--- config.mk ---
export PLATFORM = sky130hd
export DESIGN_NAME = tcw_ctrl
export DESIGN_NICKNAME = d
export VERILOG_FILES = /design/src/hdl/tcw_pkg.sv /design/src/hdl/tcw_ctrl.sv
export SDC_FILE = /design/constraint.sdc
export NUM_CORES = 1
export LEC_CHECK = 0
export BUFFER_PORTS_ARGS = -buffer_cell sky130_fd_sc_hd__buf_2
export CELL_PAD_IN_SITES_DETAIL_PLACEMENT = 1
export CELL_PAD_IN_SITES_GLOBAL_PLACEMENT = 1
export CORE_UTILIZATION = 27
export DETAILED_ROUTE_END_ITERATION = 8
export PLACE_DENSITY = 0.73
export REMOVE_ABC_BUFFERS = 1
export SYNTH_ARGS = -nofsm -noshare
export SYNTH_HDL_FRONTEND = slang
export SYNTH_SLANG_ARGS = --single-unit
--- constraint.sdc ---
create_clock -name clk -period 1.1 [get_ports clk]
set_input_delay 0.11 -clock clk [delete_from_list [all_inputs] [get_ports clk]]
set_output_delay 0.11 -clock clk [all_outputs]
set_load 0.05 [all_outputs]
--- src/hdl/tcw_pkg.sv ---
// tcw_pkg: shared types, codes and constants of the text console writer
// holds item and result structs, mode and register codes, controller/datapath links
// depends on nothing
package tcw_pkg;

    // screen size defaults
    localparam int DEFAULT_COLUMNS = 80;
    localparam int DEFAULT_ROWS    = 25;

    // field widths
    localparam int CHAR_W      = 8;
    localparam int ATTR_W      = 8;
    localparam int CELL_DW     = CHAR_W + ATTR_W;
    localparam int CURSOR_W    = 11;
    localparam int CFG_INDEX_W = 1;
    localparam int CFG_DATA_W  = 8;

    // character codes
    localparam logic [CHAR_W-1:0] NL_CODE    = 8'h0A;
    localparam logic [CHAR_W-1:0] BLANK_CODE = 8'h20;
    localparam logic [CHAR_W-1:0] MARK_CODE  = 8'h45;

    // attribute reset values
    localparam logic [ATTR_W-1:0] RESET_ATTR       = 8'h0F;
    localparam logic [ATTR_W-1:0] RESET_ERROR_ATTR = 8'hF4;

    // operation codes
    localparam logic [1:0] MODE_WRITE = 2'd0;
    localparam logic [1:0] MODE_CLEAR = 2'd1;
    localparam logic [1:0] MODE_READ  = 2'd2;
    localparam logic [1:0] MODE_NOP   = 2'd3;

    // register indexes
    localparam logic [CFG_INDEX_W-1:0] CFG_DEFAULT_ATTR = 1'b0;
    localparam logic [CFG_INDEX_W-1:0] CFG_ERROR_ATTR   = 1'b1;

    typedef struct packed {
        logic [1:0]        mode;
        logic [CHAR_W-1:0] char_code;
        logic [ATTR_W-1:0] attr;
        logic              use_cursor;
        logic [6:0]        col;
        logic [5:0]        row;
    } in_t;

    typedef struct packed {
        logic [CURSOR_W-1:0] cursor_cell;
        logic                coord_error;
        logic [CHAR_W-1:0]   read_char;
        logic [ATTR_W-1:0]   read_attr;
    } out_t;

    // attribute source of a blanking sweep
    typedef enum logic [1:0] {
        FILL_RESET,
        FILL_CLEAR,
        FILL_SCROLL
    } fill_kind_t;

    // start address of a sweep
    typedef enum logic [1:0] {
        SWEEP_FIRST,
        SWEEP_COPY,
        SWEEP_LAST_ROW
    } sweep_sel_t;

    typedef struct packed {
        logic       accept;
        logic       exec;
        logic       read_cell;
        logic       cp_read;
        logic       fill;
        logic       sweep_load;
        sweep_sel_t sweep_sel;
        fill_kind_t fill_kind;
        logic       res_load;
    } cmd_t;

    typedef struct packed {
        logic [1:0] op;
        logic       wrap;
        logic       outside;
        logic       sweep_end;
    } status_t;

endpackage

--- src/hdl/tcw_ctrl.sv ---
// tcw_ctrl: sequencer of the text console writer
// steps the datapath through write, read, scroll, clear and the reset clearing pass
// depends on tcw_pkg
module tcw_ctrl (
    input  logic             clk,
    input  logic             rst_n,
    input  logic             start,
    output logic             busy,
    input  tcw_pkg::status_t status,
    output tcw_pkg::cmd_t    cmd
);

    typedef enum logic [2:0] {
        ST_INIT,
        ST_IDLE,
        ST_EXEC,
        ST_RWAIT,
        ST_SCROLL,
        ST_DRAIN,
        ST_FILL
    } state_t;

    state_t               state_reg, state_next;
    tcw_pkg::fill_kind_t  fill_kind_reg, fill_kind_next;

    // next state and command decode
    always_comb
    begin
        state_next          = state_reg;
        fill_kind_next      = fill_kind_reg;
        cmd                 = '0;
        cmd.sweep_sel       = tcw_pkg::SWEEP_FIRST;
        cmd.fill_kind       = fill_kind_reg;
        unique case (state_reg)
            ST_INIT:
            begin
                cmd.fill = 1'b1;
                if (status.sweep_end)
                begin
                    state_next = ST_IDLE;
                end
            end
            ST_IDLE:
            begin
                cmd.accept = start;
                if (start)
                begin
                    state_next = ST_EXEC;
                end
            end
            ST_EXEC:
            begin
                cmd.exec = 1'b1;
                unique case (status.op)
                    tcw_pkg::MODE_WRITE:
                    begin
                        if (status.wrap)
                        begin
                            cmd.sweep_load = 1'b1;
                            cmd.sweep_sel  = tcw_pkg::SWEEP_COPY;
                            fill_kind_next = tcw_pkg::FILL_SCROLL;
                            state_next     = ST_SCROLL;
                        end
                        else
                        begin
                            cmd.res_load = 1'b1;
                            state_next   = ST_IDLE;
                        end
                    end
                    tcw_pkg::MODE_CLEAR:
                    begin
                        cmd.sweep_load = 1'b1;
                        cmd.sweep_sel  = tcw_pkg::SWEEP_FIRST;
                        fill_kind_next = tcw_pkg::FILL_CLEAR;
                        state_next     = ST_FILL;
                    end
                    tcw_pkg::MODE_READ:
                    begin
                        if (status.outside)
                        begin
                            cmd.res_load = 1'b1;
                            state_next   = ST_IDLE;
                        end
                        else
                        begin
                            cmd.read_cell = 1'b1;
                            state_next    = ST_RWAIT;
                        end
                    end
                    default:
                    begin
                        cmd.res_load = 1'b1;
                        state_next   = ST_IDLE;
                    end
                endcase
            end
            ST_RWAIT:
            begin
                cmd.res_load = 1'b1;
                state_next   = ST_IDLE;
            end
            ST_SCROLL:
            begin
                cmd.cp_read = 1'b1;
                if (status.sweep_end)
                begin
                    state_next = ST_DRAIN;
                end
            end
            ST_DRAIN:
            begin
                cmd.sweep_load = 1'b1;
                cmd.sweep_sel  = tcw_pkg::SWEEP_LAST_ROW;
                state_next     = ST_FILL;
            end
            ST_FILL:
            begin
                cmd.fill = 1'b1;
                if (status.sweep_end)
                begin
                    cmd.res_load = 1'b1;
                    state_next   = ST_IDLE;
                end
            end
            default:
            begin
                state_next = ST_IDLE;
            end
        endcase
    end

    // state and fill source
    always_ff @(posedge clk or negedge rst_n)
    begin
        if (!rst_n)
        begin
            state_reg     <= ST_INIT;
            fill_kind_reg <= tcw_pkg::FILL_RESET;
        end
        else
        begin
            state_reg     <= state_next;
            fill_kind_reg <= fill_kind_next;
        end
    end

    assign busy = (state_reg != ST_IDLE);

endmodule

After elaboration in Yosys (flattened, before gate mapping)
Cells that the tools add are included.
{"block": "op_classes", "eq_ne": 13, "n_mux": 23, "reduce_logical": 6}
{"cell": "3-bit two-way mux", "count": 5}
{"cell": "3-bit one-hot mux with 5 select lines", "count": 1}
{"cell": "3-bit one-hot mux with 2 select lines", "count": 2}
{"cell": "3-bit equality test, second input constant", "count": 3}
{"cell": "3-bit one-hot mux with 3 select lines", "count": 1}
{"cell": "1-bit two-way mux", "count": 8}
{"cell": "3-bit by 2-bit equality test with 1-bit output, second input constant", "count": 2}
{"cell": "2-bit two-way mux", "count": 3}
{"cell": "2-bit inequality test, second input constant", "count": 3}
{"cell": "1-bit one-hot mux with 3 select lines", "count": 2}
{"cell": "3-bit AND reduction", "count": 2}
{"cell": "2-bit one-hot mux with 2 select lines", "count": 1}
{"cell": "3-bit by 1-bit equality test with 1-bit output, second input constant", "count": 1}
{"cell": "3-bit zero test", "count": 1}
{"cell": "3-bit by 1-bit inequality test with 1-bit output, second input constant", "count": 1}
{"cell": "2-bit by 1-bit equality test with 1-bit output, second input constant", "count": 1}
{"cell": "2-bit equality test, second input constant", "count": 1}
{"cell": "2-bit zero test", "count": 1}
{"cell": "2-bit by 1-bit inequality test with 1-bit output, second input constant", "count": 1}
{"cell": "2-bit nonzero test", "count": 1}
{"cell": "2-bit OR reduction", "count": 1}
{"block": "word_totals", "reg_bits": 5, "in_bits": 8, "output_inout_bits": 12, "wordCells": 44}

Longest topological paths before layout
{"block": "logic_depth", "depth_word": 4, "ltp_mapped": 6, "ltp_nobuf": 5}

Worst setup path after synthesis
No wires, ideal clock.
{"block": "synth_timing", "path_type": "flip-flop to output port", "from": "reg state_reg[2]", "to": "out cmd[7] (netlist bit)", "arrival_ns": 1.684, "required_ns": 0.990, "path_slack_ns": -0.694, "path_stages_with_launch": 3, "path_buffers": 1, "path_cell_list": "dfrtp_1 > buf_6 > nor3b_1"}
{"item": "from (decl)", "line_no": "tcw_ctrl.sv:23", "rtl": "state_t state_reg, state_next;"}
{"item": "from (signal assigned)", "line_no": "tcw_ctrl.sv:142", "rtl": "state_reg <= state_next;"}
{"item": "to (decl)", "line_no": "tcw_ctrl.sv:10", "rtl": "output tcw_pkg::cmd_t cmd"}

==> summary.txt <==
Clock network
  • Clock Tree Buf Depth: 2
  • CTS buffer count: 3
  • Clk_lat worst skew: 0.24 ns
  • Root cell of the clock tree: clkbuf_4
  • CTS tree: yes
  • H-tree depth: 1
  • CTS sink cnt: 5
  • Clk pin slew, worst setup/hold paths: 0.04 ns

Layout
  • Antenna diode count: 0
  • Fin nets: 95
  • Layout cells sized above 1: 70.9%
  • Max reg flops: 3
  • Area Overhead vs Synth: 97.6%
  • Post-layout util: 59.7%
  • Final Non-Filler Cells: 101

Power
  • Pwr Density: 3020 nW/um^2
  • Power Total: 2460 uW
  • VDD IR max: 1.93 mV
  • LEAKAGE: 0.000397 uW

Yosys
  • Top cells by count, synth: o21ai_0 (6), dfrtp_1 (5), nor2_1 (4)
  • FF+latch count, synth: 5
  • Post-synth top flop: dfrtp_1
  • Post-synthesis sequential area ratio: 30.3%
  • Post-synth ARST share: 100%
  • Area contributors post-synth: dfrtp_1 (30%), buf_6 (8.2%), o21ai_0 (7.3%), nor4b_4 (5.8%), o32ai_2 (3.9%)
  • Yosys top cell by area: dfrtp_1
  • Post-Synthesis Cells: 45
  • Post-synth cell types: 25
  • Number of synthesized flops with an enable pin: 0
  • Synth Cell Area: 413 sq um
  • Count leader, synth: o21ai_0
  • Top cell type's share of synthesized area: 30.3%
  • YS warnings: 0
  • Synth Area per Inst: 9.18 sq um

Floorplanning
  • Die area: 1690 sq um
  • Num ports: 20
  • Chip Width: 41.1 um
  • Die height: 41.1 um
  • Row cnt: 13
  • Core Box Area: 1370 sq um
  • Starting Density: 30.2%

STA
  • Final setup margin: -0.363 ns
  • Setup violators final: 15
  • RSZ-0062 raised after global routing: yes
  • Slew Viols, Final: 0
  • Final Hold Fails: 0
  • Slew Limit Headroom: 77.9%
  • Fin crit share: 133%
  • Least-Margin Pin Slew: 0.331 ns
  • Min Tclk post-route: 1.46 ns
  • Clock Skew: 0.000470 ns
  • Max Freq: 684 MHz

Critical path
  • WP data required: 0.99 ns
  • Max stage delay on crit path: 0.43 ns
  • CP cell instances: nor4b_4, nand2_1, nor2_2, buf_6
  • Highest-delay cell along the critical path: dfrtp_2
  • Reg2reg setup slack: -0.33 ns
  • Critical setup path kind: reg2out
  • Register-to-Register Path Depth: 7
  • Critical path launch point type: flip-flop
  • RR Endpoint: state_reg[2]
  • Worst r2r src: state_reg[0]
  • Max Fanout on Critical Path: 3
  • Critical path data arrival time: 1.35 ns
  • Crit. End Element: primary output

Global route
  • Global-route wire length before repair: 2420 um
  • Vias in the first global route: 491
  • Largest net degree at the start of global routing: 10
  • Antenna violations before repair: 0
  • GRT Util Overall: 22.8%
  • GR Overflow Total: 0

Route
  • Post-Route WL: 1790 um
  • Vias: 500
  • Iter 0 DRT Violations: 12
  • Drt wl/cell: 17.7 um
  • Vias per cell: 4.95
  • # DRC: 0
  • Drt pass-1 iters: 3
  • Number of routed nets with antenna violations: 0

Min path
  • WHS Endpoint: fill_kind_reg[1]
  • Worst Hold Path Cells: 3
  • Worst hold start: status[3]
  • Worst Hold Class: in2reg

Placed design
  • Dpl hpwl: 1020 um
  • Port Buf Inserts: 19
  • Worst slack, placed: -0.200 ns
  • GPL Wtd Cong: 0.825
  • DP Cell Count: 90

Flow run
  • MaxCap Viol Count: 0

Outcome
  • Outcome: finished, violations left
  • Failing checks: negative setup slack
==> how the worst max path moves through the flow <==
stage                      start     end  slack, ns  cells after the start
detailed placement  state_reg[0]  cmd[5]      -0.20                      4
CTS                 state_reg[2]  cmd[3]      -0.35                      4
finish              state_reg[2]  cmd[3]      -0.36                      4
global placement    state_reg[2]  cmd[3]      -0.17                      4
floorplan           state_reg[2]  cmd[7]      -0.73                      1
global route        state_reg[0]  cmd[8]      -0.41                      5
==> cell families (layout without fill, tap and decap cells) <==
group / Yosys count / after routing / share of synthesized area [%]
AND/OR/NAND/NOR: 19 / 19 / 32.7
AO/OA/AOI/OAI: 14 / 14 / 23.9
buffers and inverters: 6 / 47 / 10.9
flip-flops: 5 / 5 / 30.3
XOR/XNOR: 1 / 1 / 2.12
==> per-layer routing <==
layer  share of wire (%)  track usage (%)  vias to the layer above
li1                    -                -                      237
met1                  47             29.8                      257
met2                  51             37.1                        6
met3                 2.3             3.26                        0
met4                   0             9.68                        0
met5                   0                0                        -
==> metrics by stage <==
| step | area (sq um) | setup TNS, ns | hold WS [ns] |
|---|---|---|---|
| after global placement | 598 | -1.16 | -0.0730 |
| after global routing | 816 | -4.23 | 0.217 |
| final | 816 | -3.55 | 0.207 |
| after detailed placement | 598 | -1.56 | -0.0739 |
| after floorplan | 379 | -3.45 | -0.186 |
| after CTS | 779 | -3.29 | 0.136 |
==> critical path, delay by kind of cell (launching register included) <==
kind | cells | cell delay (ns)
and+or+nand+nor | 3 | 0.52
buffers and inverters | 1 | 0.16
DFF | 1 | 0.43
==> area by class of cell <==
class                      instances  area (sq um)
fill                             171           551
timing repair buffer              40           348
multi-input combinational         34           283
sequential                         5           129
clock buffer                       4          26.3
tap                               15          18.8
inverter                           3          11.3
==> cells in the final DEF, fill, tap and decap left out, drive strengths merged, types with 2 or more instances in the layout <==
cell	count
nor3b	2
a21oi	2
nor2b	2
nand2	3
o21ai	6
buf	39
and2	2
inv	3
dfrtp	5
clkbuf	4
nor2	5
==> repair_timing <==
action                                  4_1_cts  5_1_grt
pin swaps                                     8        2
setup buffers                                 7        1
resized for setup                            35        7
endpoints found under the setup margin       14       15
hold buffers                                  1        0
hold endpoints to repair                      5        0
==> power by group <==
part / switching [uW] / leakage (uW) / internal [uW]
Sequential: 115 / 0.0000578 / 274
Clock: 69.5 / 0.0000150 / 137
Combinational: 1040 / 0.000325 / 824
Total: 1230 / 0.000397 / 1230
Power figures use the tool's default switching activity.
